$ cat config.mk
export PLATFORM = sky130hd
export DESIGN_NAME = first_fit_extent_allocator_core
export DESIGN_NICKNAME = d
export VERILOG_FILES = /design/src/rtl/ffea_pkg.sv /design/src/rtl/ffea_cell.sv /design/src/rtl/ffea_ctrl.sv /design/src/rtl/first_fit_extent_allocator_core.sv
export SDC_FILE = /design/constraint.sdc
export NUM_CORES = 2
export LEC_CHECK = 0
export BUFFER_PORTS_ARGS = -buffer_cell sky130_fd_sc_hd__buf_2
export CAP_MARGIN = 5
export CELL_PAD_IN_SITES_DETAIL_PLACEMENT = 0
export CELL_PAD_IN_SITES_GLOBAL_PLACEMENT = 1
export CORE_AREA = 2 2 372 374
export CTS_CLUSTER_SIZE = 10
export DETAILED_ROUTE_END_ITERATION = 8
export DIE_AREA = 0 0 374 376
export PLACE_DENSITY_LB_ADDON = 0.1
export RECOVER_POWER = 50
export SLEW_MARGIN = 20
export SYNTH_ARGS = -nofsm -noshare
export SYNTH_HDL_FRONTEND = slang
export SYNTH_SLANG_ARGS = --single-unit
$ cat constraint.sdc
create_clock -name clock -period 15.15 [get_ports clock]
set_input_delay 0 -clock clock [delete_from_list [all_inputs] [get_ports clock]]
set_output_delay 0 -clock clock [all_outputs]
set_load 0.02 [all_outputs]
$ cat src/rtl/ffea_pkg.sv
package ffea_pkg;

   // default geometry
   localparam int SPACE_UNITS_DEF = 1024;
   localparam int FREE_SLOTS_DEF  = 16;

   // request kinds carried in tuser
   localparam logic FUNC_ALLOC = 1'b0;
   localparam logic FUNC_FREE  = 1'b1;

   // result status codes
   typedef enum logic [1:0] {
      ST_OK      = 2'd0,
      ST_NOSPACE = 2'd1,
      ST_FULL    = 2'd2
   } status_type;

   // control sequencer states
   typedef enum logic [1:0] {
      S_IDLE,
      S_EVAL,
      S_UPDATE
   } state_type;

   // per-cell update command
   typedef enum logic [2:0] {
      OP_HOLD,    // keep contents
      OP_SHRINK,  // trim allocated units from the front
      OP_PULL,    // take the next cell's extent (shift down)
      OP_GROW,    // append freed units at the end
      OP_MERGE,   // append freed units and the next cell's extent
      OP_JOIN,    // prepend freed units
      OP_PUSH,    // take the previous cell's extent (shift up)
      OP_PUT      // load the freed extent
   } cell_op_type;

   // compare results captured by each cell during evaluation
   typedef struct packed {
      logic valid;     // cell holds an extent
      logic fit;       // size >= requested length
      logic size_eq;   // size == requested length
      logic below;     // start < freed base
      logic end_gt;    // start + size > freed base
      logic end_eq;    // start + size == freed base
      logic start_lt;  // start < freed end
      logic start_eq;  // start == freed end
   } cell_flag_type;

endpackage

$ cat src/rtl/ffea_cell.sv
module ffea_cell #(
   parameter int   SPACE_UNITS = ffea_pkg::SPACE_UNITS_DEF,
   parameter logic HEAD        = 1'b0,
   localparam int  AW          = $clog2(SPACE_UNITS),
   localparam int  LW          = AW + 1,
   localparam int  EW          = AW + 2
) (
   input  logic                    clock,
   input  logic                    reset,
   input  logic                    eval,
   input  ffea_pkg::cell_op_type   op,
   input  logic [LW-1:0]           len,
   input  logic [AW-1:0]           base,
   input  logic [EW-1:0]           end_addr,
   input  logic [AW-1:0]           prev_start,
   input  logic [LW-1:0]           prev_size,
   input  logic                    prev_valid,
   input  logic [AW-1:0]           next_start,
   input  logic [LW-1:0]           next_size,
   input  logic                    next_valid,
   output logic [AW-1:0]           start,
   output logic [LW-1:0]           size,
   output logic                    valid,
   output ffea_pkg::cell_flag_type flag
);
   import ffea_pkg::*;

   logic [AW-1:0] start_ff, start_in;
   logic [LW-1:0] size_ff, size_in;
   logic          valid_ff, valid_in;
   cell_flag_type flag_ff, flag_in;
   logic [EW-1:0] pend;

   // local compares against the broadcast request
   always_comb begin
      pend             = EW'(start_ff) + EW'(size_ff);
      flag_in.valid    = valid_ff;
      flag_in.fit      = valid_ff && (size_ff >= len);
      flag_in.size_eq  = size_ff == len;
      flag_in.below    = valid_ff && (start_ff < base);
      flag_in.end_gt   = pend > EW'(base);
      flag_in.end_eq   = pend == EW'(base);
      flag_in.start_lt = EW'(start_ff) < end_addr;
      flag_in.start_eq = EW'(start_ff) == end_addr;
   end

   // next contents from the command and the neighbors
   always_comb begin
      start_in = start_ff;
      size_in  = size_ff;
      valid_in = valid_ff;
      unique case (op)
         OP_HOLD: begin
         end
         OP_SHRINK: begin
            start_in = AW'(LW'(start_ff) + len);
            size_in  = size_ff - len;
         end
         OP_PULL: begin
            start_in = next_start;
            size_in  = next_size;
            valid_in = next_valid;
         end
         OP_GROW: begin
            size_in = size_ff + len;
         end
         OP_MERGE: begin
            size_in = size_ff + len + next_size;
         end
         OP_JOIN: begin
            start_in = base;
            size_in  = size_ff + len;
         end
         OP_PUSH: begin
            start_in = prev_start;
            size_in  = prev_size;
            valid_in = prev_valid;
         end
         OP_PUT: begin
            start_in = base;
            size_in  = len;
            valid_in = 1'b1;
         end
         default: begin
         end
      endcase
   end

   // extent storage, head cell covers the whole space after reset
   always_ff @(posedge clock) begin
      if (reset) begin
         start_ff <= '0;
         size_ff  <= HEAD ? LW'(SPACE_UNITS) : '0;
         valid_ff <= HEAD;
      end else begin
         start_ff <= start_in;
         size_ff  <= size_in;
         valid_ff <= valid_in;
      end
   end

   // compare results held for the update cycle
   always_ff @(posedge clock) begin
      if (eval) begin
         flag_ff <= flag_in;
      end
   end

   assign start = start_ff;
   assign size  = size_ff;
   assign valid = valid_ff;
   assign flag  = flag_ff;

endmodule

$ cat src/rtl/ffea_ctrl.sv
module ffea_ctrl #(
   parameter int  SPACE_UNITS = ffea_pkg::SPACE_UNITS_DEF,
   parameter int  FREE_SLOTS  = ffea_pkg::FREE_SLOTS_DEF,
   localparam int AW          = $clog2(SPACE_UNITS),
   localparam int LW          = AW + 1,
   localparam int EW          = AW + 2
) (
   input  logic                    clock,
   input  logic                    reset,
   input  logic                    req_tvalid,
   output logic                    req_tready,
   input  logic                    req_func,
   input  logic [LW-1:0]           req_length,
   input  logic [AW-1:0]           req_base,
   output logic                    rsp_tvalid,
   input  logic                    rsp_tready,
   output ffea_pkg::status_type    rsp_status,
   output logic [AW-1:0]           rsp_granted,
   output logic                    eval,
   output ffea_pkg::cell_op_type   op[FREE_SLOTS],
   output logic [LW-1:0]           len,
   output logic [AW-1:0]           base,
   output logic [EW-1:0]           end_addr,
   input  ffea_pkg::cell_flag_type flag[FREE_SLOTS],
   input  logic [AW-1:0]           start[FREE_SLOTS]
);
   import ffea_pkg::*;

   state_type     state_ff, state_in;
   logic          func_ff;
   logic [LW-1:0] len_ff;
   logic [AW-1:0] base_ff;
   logic          rng_ok_ff, rng_ok_in;
   logic          rsp_valid_ff, rsp_valid_in;
   status_type    status_ff, status_in;
   logic [AW-1:0] granted_ff, granted_in;

   logic          req_accept;
   logic          can_out;
   logic          upd;

   logic [FREE_SLOTS-1:0] fit_sel, fit_ge, pred_sel, succ_sel, at_or_after;
   logic                  any_fit, fit_exact, join_pred, join_succ, bad, full;
   logic [AW-1:0]         fit_start;

   assign end_addr   = EW'(base_ff) + EW'(len_ff);
   assign rng_ok_in  = (len_ff != '0) && (end_addr <= EW'(SPACE_UNITS));
   assign can_out    = !rsp_valid_ff || rsp_tready;
   assign req_accept = req_tvalid && req_tready;

   // priority picks over the cell flags: first fit, successor slot, predecessor
   always_comb begin
      logic seen;
      logic lt_prev;
      logic lt_next;
      seen      = 1'b0;
      lt_prev   = 1'b1;
      lt_next   = 1'b0;
      any_fit   = 1'b0;
      fit_exact = 1'b0;
      join_pred = 1'b0;
      join_succ = 1'b0;
      bad       = 1'b0;
      fit_start = '0;
      for (int i = 0; i < FREE_SLOTS; i++) begin
         fit_sel[i]     = flag[i].fit && !seen;
         fit_ge[i]      = flag[i].fit || seen;
         seen           = fit_ge[i];
         succ_sel[i]    = !flag[i].below && lt_prev;
         lt_prev        = flag[i].below;
         at_or_after[i] = !flag[i].below;
      end
      for (int i = FREE_SLOTS - 1; i >= 0; i--) begin
         pred_sel[i] = flag[i].below && !lt_next;
         lt_next     = flag[i].below;
      end
      for (int i = 0; i < FREE_SLOTS; i++) begin
         any_fit   = any_fit || fit_sel[i];
         fit_exact = fit_exact || (fit_sel[i] && flag[i].size_eq);
         fit_start = fit_start | (fit_sel[i] ? start[i] : '0);
         join_pred = join_pred || (pred_sel[i] && flag[i].end_eq);
         join_succ = join_succ || (succ_sel[i] && flag[i].valid && flag[i].start_eq);
         bad       = bad || (pred_sel[i] && flag[i].end_gt)
                         || (succ_sel[i] && flag[i].valid && flag[i].start_lt);
      end
      full = flag[FREE_SLOTS-1].valid;
   end

   // next state
   always_comb begin
      state_in = state_ff;
      unique case (state_ff)
         S_IDLE: begin
            if (req_tvalid) begin
               state_in = S_EVAL;
            end
         end
         S_EVAL: begin
            state_in = S_UPDATE;
         end
         S_UPDATE: begin
            if (can_out) begin
               state_in = req_tvalid ? S_EVAL : S_IDLE;
            end
         end
         default: begin
            state_in = S_IDLE;
         end
      endcase
   end

   // outputs: handshake, cell commands and result
   always_comb begin
      req_tready = 1'b0;
      eval       = 1'b0;
      upd        = 1'b0;
      status_in  = ST_OK;
      granted_in = '0;
      for (int i = 0; i < FREE_SLOTS; i++) begin
         op[i] = OP_HOLD;
      end
      unique case (state_ff)
         S_IDLE: begin
            req_tready = 1'b1;
         end
         S_EVAL: begin
            eval = 1'b1;
         end
         S_UPDATE: begin
            req_tready = can_out;
            upd        = can_out;
         end
         default: begin
         end
      endcase

      if (upd) begin
         if (func_ff == FUNC_ALLOC) begin
            if ((len_ff != '0) && any_fit) begin
               granted_in = fit_start;
               for (int i = 0; i < FREE_SLOTS; i++) begin
                  if (fit_exact && fit_ge[i]) begin
                     op[i] = OP_PULL;
                  end else if (!fit_exact && fit_sel[i]) begin
                     op[i] = OP_SHRINK;
                  end
               end
            end else begin
               status_in = ST_NOSPACE;
            end
         end else if (rng_ok_ff && !bad) begin
            priority if (join_pred && join_succ) begin
               for (int i = 0; i < FREE_SLOTS; i++) begin
                  if (pred_sel[i]) begin
                     op[i] = OP_MERGE;
                  end else if (at_or_after[i]) begin
                     op[i] = OP_PULL;
                  end
               end
            end else if (join_pred) begin
               for (int i = 0; i < FREE_SLOTS; i++) begin
                  if (pred_sel[i]) begin
                     op[i] = OP_GROW;
                  end
               end
            end else if (join_succ) begin
               for (int i = 0; i < FREE_SLOTS; i++) begin
                  if (succ_sel[i]) begin
                     op[i] = OP_JOIN;
                  end
               end
            end else if (full) begin
               status_in = ST_FULL;
            end else begin
               for (int i = 0; i < FREE_SLOTS; i++) begin
                  if (succ_sel[i]) begin
                     op[i] = OP_PUT;
                  end else if (at_or_after[i]) begin
                     op[i] = OP_PUSH;
                  end
               end
            end
         end
      end
   end

   assign rsp_valid_in = upd ? 1'b1 : (rsp_tready ? 1'b0 : rsp_valid_ff);

   // control state
   always_ff @(posedge clock) begin
      if (reset) begin
         state_ff     <= S_IDLE;
         rsp_valid_ff <= 1'b0;
      end else begin
         state_ff     <= state_in;
         rsp_valid_ff <= rsp_valid_in;
      end
   end

   // request, range check and result payload
   always_ff @(posedge clock) begin
      if (req_accept) begin
         func_ff <= req_func;
         len_ff  <= req_length;
         base_ff <= req_base;
      end
      if (eval) begin
         rng_ok_ff <= rng_ok_in;
      end
      if (upd) begin
         status_ff  <= status_in;
         granted_ff <= granted_in;
      end
   end

   assign len         = len_ff;
   assign base        = base_ff;
   assign rsp_tvalid  = rsp_valid_ff;
   assign rsp_status  = status_ff;
   assign rsp_granted = granted_ff;

endmodule

$ cat src/rtl/first_fit_extent_allocator_core.sv
// First-fit extent allocator. A row of FREE_SLOTS cells holds the free list
// as (start, size) extents sorted by start, packed from cell 0 up; after reset
// one extent covers all SPACE_UNITS units. An allocate request (tuser 0) takes
// the first extent of at least the requested length and returns its start; a
// free request (tuser 1) returns an extent and merges it with its neighbors,
// or inserts it in order. Status reports ok, no space, or a full list; frees
// of zero length, past the end of the space or overlapping free space are
// dropped with status ok. Each item passes an evaluate step, in which every
// cell compares its extent with the request, and then an update step, in
// which the first-fit and neighbor picks drive each cell to hold, shift or
// update from its neighbor. A new item is taken in the update step of the
// previous one; a held result stalls the update step. There is no clearing
// pass after reset.
module first_fit_extent_allocator_core #(
   parameter int  SPACE_UNITS = ffea_pkg::SPACE_UNITS_DEF,
   parameter int  FREE_SLOTS  = ffea_pkg::FREE_SLOTS_DEF,
   localparam int AW          = $clog2(SPACE_UNITS),
   localparam int LW          = AW + 1,
   localparam int REQ_W       = ((LW + AW + 7) / 8) * 8,
   localparam int RSP_W       = ((2 + AW + 7) / 8) * 8
) (
   input  logic             clock,
   input  logic             reset,
   input  logic             req_tvalid,
   output logic             req_tready,
   input  logic [REQ_W-1:0] req_tdata,   // length, base
   input  logic [0:0]       req_tuser,   // func
   output logic             rsp_tvalid,
   input  logic             rsp_tready,
   output logic [RSP_W-1:0] rsp_tdata    // status, granted
);
   import ffea_pkg::*;

   localparam int EW = AW + 2;

   logic                 eval;
   cell_op_type          op[FREE_SLOTS];
   cell_flag_type        flag[FREE_SLOTS];
   logic [AW-1:0]        start_w[FREE_SLOTS];
   logic [LW-1:0]        size_w[FREE_SLOTS];
   logic                 valid_w[FREE_SLOTS];
   logic [LW-1:0]        len;
   logic [AW-1:0]        base;
   logic [EW-1:0]        end_addr;
   status_type           rsp_status;
   logic [AW-1:0]        rsp_granted;

   ffea_ctrl #(
      .SPACE_UNITS (SPACE_UNITS),
      .FREE_SLOTS  (FREE_SLOTS)
   ) u_ctrl (
      .clock       (clock),
      .reset       (reset),
      .req_tvalid  (req_tvalid),
      .req_tready  (req_tready),
      .req_func    (req_tuser[0]),
      .req_length  (req_tdata[LW-1:0]),
      .req_base    (req_tdata[LW+AW-1:LW]),
      .rsp_tvalid  (rsp_tvalid),
      .rsp_tready  (rsp_tready),
      .rsp_status  (rsp_status),
      .rsp_granted (rsp_granted),
      .eval        (eval),
      .op          (op),
      .len         (len),
      .base        (base),
      .end_addr    (end_addr),
      .flag        (flag),
      .start       (start_w)
   );

   // chain of extent cells, each linked to both neighbors
   for (genvar i = 0; i < FREE_SLOTS; i++) begin : g_cell
      logic [AW-1:0] prev_start, next_start;
      logic [LW-1:0] prev_size, next_size;
      logic          prev_valid, next_valid;

      if (i == 0) begin : g_first
         assign prev_start = '0;
         assign prev_size  = '0;
         assign prev_valid = 1'b0;
      end else begin : g_mid_prev
         assign prev_start = start_w[i-1];
         assign prev_size  = size_w[i-1];
         assign prev_valid = valid_w[i-1];
      end

      if (i == FREE_SLOTS - 1) begin : g_last
         assign next_start = '0;
         assign next_size  = '0;
         assign next_valid = 1'b0;
      end else begin : g_mid_next
         assign next_start = start_w[i+1];
         assign next_size  = size_w[i+1];
         assign next_valid = valid_w[i+1];
      end

      ffea_cell #(
         .SPACE_UNITS (SPACE_UNITS),
         .HEAD        ((i == 0) ? 1'b1 : 1'b0)
      ) u_cell (
         .clock      (clock),
         .reset      (reset),
         .eval       (eval),
         .op         (op[i]),
         .len        (len),
         .base       (base),
         .end_addr   (end_addr),
         .prev_start (prev_start),
         .prev_size  (prev_size),
         .prev_valid (prev_valid),
         .next_start (next_start),
         .next_size  (next_size),
         .next_valid (next_valid),
         .start      (start_w[i]),
         .size       (size_w[i]),
         .valid      (valid_w[i]),
         .flag       (flag[i])
      );
   end

   assign rsp_tdata = RSP_W'({rsp_granted, rsp_status});

endmodule
==> Word level (Yosys, flattened, before mapping) <==
Cells that the tools add are included.
W data, S select, Z words.
{ "op_classes": {"addsub": 80, "n_eq_ne": 164, "reduce_logical": 421, "order_cmp": 65, "muxes": 214, "n_bitwise": 16} }
{ "ops": {"columns": ["operator", "n"], "rows": [
  ["$pmux W11 S6", 15],
  ["$pmux W10 S4", 16],
  ["$mux W48", 8],
  ["$add A11 B11 Y11", 31],
  ["$mux W3", 79],
  ["$add A10 B11 Y12", 17],
  ["$logic_and A1 B1 Y1", 195],
  ["$eq A10 B12 Y1", 16],
  ["$eq A12 B10 Y1", 16],
  ["$eq A3 B3 Y1 const B", 64],
  ["$gt A12 B10 Y1", 16],
  ["$lt A10 B12 Y1", 16],
  ["$eq A11 B11 Y1", 16],
  ["$ge A11 B11 Y1", 16],
  ["$sub A11 B11 Y11", 16],
  ["$add A10 B10 Y10", 16],
  ["$lt A10 B10 Y1", 16],
  ["$mux W10", 16],
  ["$or A10 B10 Y10", 15],
  ["$logic_or A1 B1 Y1", 107],
  ["$eq A3 B2 Y1 const B", 32],
  ["$reduce_bool A6 Y1", 15],
  ["$mux W2", 39],
  ["$reduce_bool A4 Y1", 16],
  ["21 further kinds", 151]
]} }
{ "word_totals": {"in_bits": 29, "output_inout_bits": 18, "regBits": 518, "wordCells": 1144} }

==> Depth between registers and ports, before layout <==
{ "logic_depth": {"ltp_word": 42, "depth_mapped": 20, "ltp_nobuf": 20} }

==> By module <==
A second synthesis with hierarchy kept.
{ "unflattened": {"cells_unflattened": 10453, "area_unflattened_um2": 82008.7} }
{ "by_module_without_submodules": {"columns": ["module", "seq_area_each_um2", "area_per_inst_um2", "n_inst", "cells_each"], "rows": [
  ["ffea_cell (g_cell[11].u_cell ...)", 680.7, 4852.2, 8, 624],
  ["ffea_cell (g_cell[10].u_cell ...)", 680.7, 4778.3, 3, 607],
  ["ffea_cell (g_cell[7].u_cell ...)", 680.7, 4754.6, 2, 601],
  ["ffea_ctrl", 1111.1, 4948.5, 1, 597],
  ["ffea_cell (g_cell[9].u_cell)", 680.7, 4902.2, 1, 611],
  ["ffea_cell (g_cell[0].u_cell)", 680.7, 4747.1, 1, 612],
  ["ffea_cell (g_cell[6].u_cell)", 680.7, 4715.8, 1, 613],
  ["first_fit_extent_allocator_core", 0.0, 33.8, 1, 5]
]} }

==> Worst setup path before layout <==
No wires, ideal clock.
{ "synth_path": {"path_type": "register to register", "from": "register u_ctrl.len_ff[1], in the netlist u_ctrl.len[1]", "to": "register g_cell[2].u_cell.size_ff[10]", "path_buffers": 0, "t_required_ps": 15055, "path_stages_with_launch": 17, "t_arrival_ps": 7007, "setup_slack_ps": 8047, "path_cell_list": "edfxtp_1 > inv_1 > ha_1 > nand2b_1 > a21oi_1 > o21ai_0 > a21oi_1 > o211ai_1 > a21oi_1 > mux2_2 > a2111oi_0 > ha_1 > and4_1 > nor3_1 > xor2_1 > nand2_1 > a221oi_1"} }
{ "synth_between": {"elab_chain_len": 8, "elab_cells_between_ends": 18, "classes_between": "add/sub: 3; eq/ne: 7; mux: 4; reduce/logical: 4"} }
{ "synth_rtl": {"columns": ["item", "line", "rtl"], "rows": [
  ["start: declaration", "ffea_ctrl.sv:31", "logic [LW-1:0] len_ff;"],
  ["start signal: assignment", "ffea_ctrl.sv:204", "len_ff <= req_length;"],
  ["parallel branches: the longest is 8 deep, another holds $add A11 B11 Y11", null, null],
  ["end signal: assignment", "ffea_cell.sv:93", "size_ff <= HEAD ? LW'(SPACE_UNITS) : '0;"],
  ["end signal: assignment", "ffea_cell.sv:97", "size_ff <= size_in;"],
  ["end: declaration", "ffea_cell.sv:29", "logic [LW-1:0] size_ff, size_in;"]
]} }
Parallel ways; which one is timed is not known.
A chain may end at the register's enable or synchronous reset.

==> Final worst setup path <==
{ "layout_path": {"from": "register u_ctrl.state_ff[0]", "to": "register g_cell[7].u_cell.start_ff[8]"} }
{ "layout_between": {"elab_chain_len": 6, "elab_cells_between_ends": 11, "classes_between": "eq/ne: 6; mux: 3; reduce/logical: 2"} }
{ "layout_rtl": {"columns": ["item", "line", "rtl"], "rows": [
  ["start: declaration", "ffea_ctrl.sv:29", "state_type state_ff, state_in;"],
  ["start signal: assignment", "ffea_ctrl.sv:195", "state_ff <= state_in;"],
  ["$eq A2 B2 Y1 *", "ffea_ctrl.sv:122", "unique case (state_ff)"],
  ["$mux W1 *", "ffea_ctrl.sv:122", null],
  ["$mux W48 *", "ffea_ctrl.sv:137", "if (upd) begin"],
  ["$eq A3 B3 Y1", "ffea_cell.sv:52", "unique case (op)"],
  ["$reduce_or A2 Y1 (no line)", null, null],
  ["$pmux W10 S4 or $reduce_bool A4 Y1 (tied branches)", null, null],
  ["end signal: assignment", "ffea_cell.sv:96", "start_ff <= start_in;"],
  ["end: declaration", "ffea_cell.sv:28", "logic [AW-1:0] start_ff, start_in;"]
]} }
Mark *: on every way between the ends. The rest lies on a longest branch, timed or not.

==> implementation parameters <==
Parameter                              Value

Setup path
  Cells along the critical path ... nand2b_1, nand2b_1, inv_1, clkbuf_1, clkbuf_1, nand3_1, nor2_1, a221oi_1, a211oi_1
  Critical path capture point type ... register
  Maximum single-stage delay on the critical path ... 2.62 ns
  Capturing point of the worst reg2reg path ... g_cell[7].u_cell.start[8]
  Category of the most critical setup path ... register to register
  FF-to-FF path depth ... 9
  Startpoint Class ... register
  RR Startpoint ... u_ctrl.state_ff[0]
  CP max stage cell ... clkbuf_1
  Worst-path fanout max ... 33
  Data required time at the worst endpoint ... 15.75 ns
  Critical path data arrival time ... 10.35 ns
  Setup slack, reg-to-reg ... 5.40 ns

Drt
  Final ANT Viol Nets ... 0
  Detailed route wirelength on metal2 ... 137000 µm
  Iteration count of the initial detailed-routing pass ... 9
  Post-detailed-routing wire length ... 341000 µm
  Detailed-route wire length per cell ... 30.8 µm
  Drc violations ... 10
  1st-iter DRT viols ... 10900
  Detail Route met3 WL ... 46500 µm
  Met1 Wirelength ... 131000 µm
  Via-to-Cell Ratio ... 7.14
  Total vias in the final route ... 79100
  Uppermost layer routed ... met5

Clock network
  Clock H-tree levels ... 3
  Clock edge transition at the registers on the reported setup and hold paths ... 0.06 ns
  Buffers from clock root to sink, at most ... 3
  Number of buffers created by CTS ... 74
  Worst-Skew Late Latency ... 0.71 ns
  Root buf cell ... clkbuf_16
  CTS tree ... yes
  Num Clock Sinks ... 518

Synth
  Synthesis-stage register bit count ... 518
  Count of flip-flops with a built-in enable after synthesis ... 163
  Mapped Avg Cell Area ... 8.02 µm²
  Cell count after synthesis ... 9321
  Primary FF master, synth ... dfxtp_1
  Synth Warn # ... 0
  Asr flop ratio synth ... 0
  Number of distinct library cells after synthesis ... 125
  Syn Std Cell Area ... 0.0747 mm²
  Sequential element share of the synthesized area ... 0.161

Timing
  Setup repair after global routing missed its margin ... false
  Post-route fraction of the period consumed by the critical path ... 0.644
  Final Hold Vio Count ... 0
  Highest achievable clock rate ... 103 MHz
  Worst Setup Slack, final ... 5.40 ns
  Final Max Slew Viols ... 500
  Hold Slack ... 0.0220 ns
  Worst clock skew ... 0.0298 ns
  Worst-case headroom to the max-slew limit ... -3.90
  Finish-stage setup viols ... 0
  Worst-margin pin slew ... 7.35 ns
  Aggregate negative setup slack ... 0 ns
  Final Critical Period ... 9.75 ns

Placed design
  Routability cong. ... 1.01
  Total of buffers placed on input and output ports ... 39
  Pre-CTS worst setup slack ... 9.54 ns
  DPL Wire Length ... 240000 µm
  Post-Place Cells ... 10900

Die
  Die W ... 374 µm
  Die height ... 376 µm
  Die Outline Area ... 0.141 mm²
  I/O Pins ... 47
  Effective utilization at floorplan ... 0.547
  Placeable core region ... 0.137 mm²
  Site Rows ... 136

Finish
  Signed area change from the synthesized netlist to the final layout ... 6.54%
  Number of nets at the end of the flow ... 10600
  Proportion of layout cells with a drive suffix above 1 ... 0.0563
  Count of non-filler cells in the finished layout ... 11100

Outcome
  Violations in the final reports ... DRC, capacitance limit, slew limit
  Run status ... complete, but fails checks

Hold path
  HP Class ... input port to register
  Worst Hold End ... u_ctrl.len[4]
  Startpoint of the most critical hold path ... req_tdata[4]
  Number of stages on the worst hold path ... 2

Global route
  Global-route wire length before repair ... 492000 µm
  Largest net degree at the start of global routing ... 117
  Overall fraction of global-route tracks in use ... 0.467
  Global-route congestion overflow total ... 0
  Initial antenna violation count ... 9
  Number of global-route vias before repair ... 73500

Job
  Max-cap violations ... 15

Power
  Leakage power ... 34.7 nW
  IR drop worst, VDD ... 76.8 µV
  Power density over the cells ... 58.7 mW/mm²
-- state kept, by name, summed over array words and instances (netlist names) --
name,flops
u_ctrl.state_ff,2
u_ctrl.func_ff,1
u_ctrl.base,10
u_ctrl.len,11
u_ctrl.rng_ok_ff,1
g_cell.u_cell.start,160
u_ctrl.rsp_granted,10
g_cell.u_cell.valid,16
u_ctrl.rsp_tvalid,1
g_cell.u_cell.size,176
u_ctrl.rsp_status,2
g_cell.u_cell.flag,128
-- cell usage in the layout, fill, tap and decap left out, drive strengths merged, types with 52 or more instances in the layout --
cell and count:
ha 1264, a21oi 926, nand2 712, nor2 582, o21ai 522, inv 454, xnor2 451, dfxtp 355
a21o 339, nor3 243, nor2b 217, a221oi 217, nand2b 204, buf 190, edfxtp 163, xor2 162
a211oi 153, clkbuf 153, a22oi 149, o21bai 140, nand3 113, nand4 110, a31oi 101, mux2i 98
o22ai 86, fa 80, a222oi 58, or3 55, a21boi 54, nor4 53, o211ai 52
-- worst max path at each step --
stage	start	endpoint	slack (ns)
2_1_floorplan	u_ctrl.len[1]	g_cell[2].u_cell.size[10]	8.05
3_3_place_gp	g_cell[2].u_cell.flag[4]	g_cell[13].u_cell.start[6]	9.60
3_5_place_dp	g_cell[3].u_cell.flag[4]	g_cell[13].u_cell.start[6]	9.54
4_1_cts	g_cell[3].u_cell.flag[4]	g_cell[13].u_cell.start[6]	9.52
5_1_grt	u_ctrl.state_ff[0]	g_cell[7].u_cell.start[7]	5.61
6_report	u_ctrl.state_ff[0]	g_cell[7].u_cell.start[8]	5.40
-- area by class of cell --
cell class	instances	area, µm²
Inverter	456	1720
Clock inverter	20	188
Tap cell	1794	2240
Antenna cell	5	12.5
Fill cell	12700	57000
Clock buffer	116	2290
Sequential cell	518	12000
Multi-Input combinational cell	7911	59200
Timing Repair Buffer	258	1920
-- per-layer routing --
layer / vias up / track usage
li1: 34900 / -
met1: 37400 / 0.604
met2: 5424 / 0.677
met3: 1420 / 0.134
met4: 8 / 0.300
met5: - / 0
-- where the power goes --
group / switching (mW) / internal [mW] / total, mW / leakage [nW]
Clock: 0.786 / 1.08 / 1.87 / 1.22
Combinational: 0.836 / 0.428 / 1.26 / 29.1
Sequential: 0.0748 / 1.46 / 1.54 / 4.38
Total: 1.70 / 2.98 / 4.67 / 34.7
-- critical path, delay by kind of cell, from the launching register on --
| kind | cells | cell delay (ns) |
|---|---|---|
| buffers and inverters | 3 | 4.79 |
| flip-flops | 1 | 0.33 |
| AO/OA/AOI/OAI | 2 | 0.51 |
| AND/OR/NAND/NOR | 4 | 3.93 |
-- Yosys cell counts (30+ instances only) --
| cell type | instances | area [µm²] |
|---|---|---|
| ha_1 | 1264 | 15800 |
| a21oi_1 | 916 | 4580 |
| nand2_1 | 712 | 2670 |
| nor2_1 | 569 | 2140 |
| o21ai_0 | 492 | 2460 |
| inv_1 | 456 | 1710 |
| xnor2_1 | 451 | 3950 |
| dfxtp_1 | 355 | 7110 |
| a21o_1 | 339 | 2540 |
| clkbuf_1 | 277 | 1040 |
| nor3_1 | 226 | 1130 |
| nor2b_1 | 217 | 1360 |
| a221oi_1 | 215 | 1880 |
| nand2b_1 | 203 | 1270 |
| edfxtp_1 | 163 | 4890 |
| xor2_1 | 162 | 1420 |
| a22oi_1 | 148 | 1110 |
| a211oi_1 | 146 | 1100 |
| o21bai_1 | 140 | 1050 |
| buf_2 | 119 | 596 |
| nand3_1 | 109 | 546 |
| nand4_1 | 108 | 676 |
| a31oi_1 | 100 | 626 |
| mux2i_1 | 98 | 981 |
| o22ai_1 | 84 | 526 |
| fa_1 | 80 | 1600 |
| a222oi_1 | 58 | 581 |
| or3_1 | 55 | 344 |
| a21boi_0 | 50 | 375 |
| o211ai_1 | 50 | 375 |
| and3_1 | 48 | 300 |
| a22o_1 | 46 | 403 |
| o31ai_1 | 45 | 338 |
| o21a_1 | 44 | 330 |
| and2_1 | 40 | 250 |
| nor4_1 | 40 | 250 |
| a311oi_1 | 39 | 342 |
| nand3b_1 | 34 | 255 |
| nand4b_1 | 34 | 298 |
| a2111oi_0 | 30 | 263 |
-- repair_timing --
action                                 CTS  global route
endpoints found under the hold margin   75             0
gates resized for setup                  0             0
buffers inserted                         0             0
hold buffers                            31             0
-- stage by stage --
stage,power (mW),cell area [µm²],util
final,4.67,79600,0.583
after global routing,4.78,79600,0.583
after CTS,4.60,79700,0.583
after detailed placement,2.76,76900,0.563
after global placement,2.73,76900,0.563
after floorplan,2.31,74700,-
-- kinds of logic after synthesis --
family                     share of synthesized area
xor gates and xnor gates                      0.0718
AOI/OAI and AO/OA                              0.299
DFF                                            0.161
and+or+nand+nor                                0.173
adders and majority gates                      0.233
buffers and inverters                         0.0488
muxes                                         0.0143
other                                      0.0000502
Note: power is estimated with default switching activity, not from simulation.
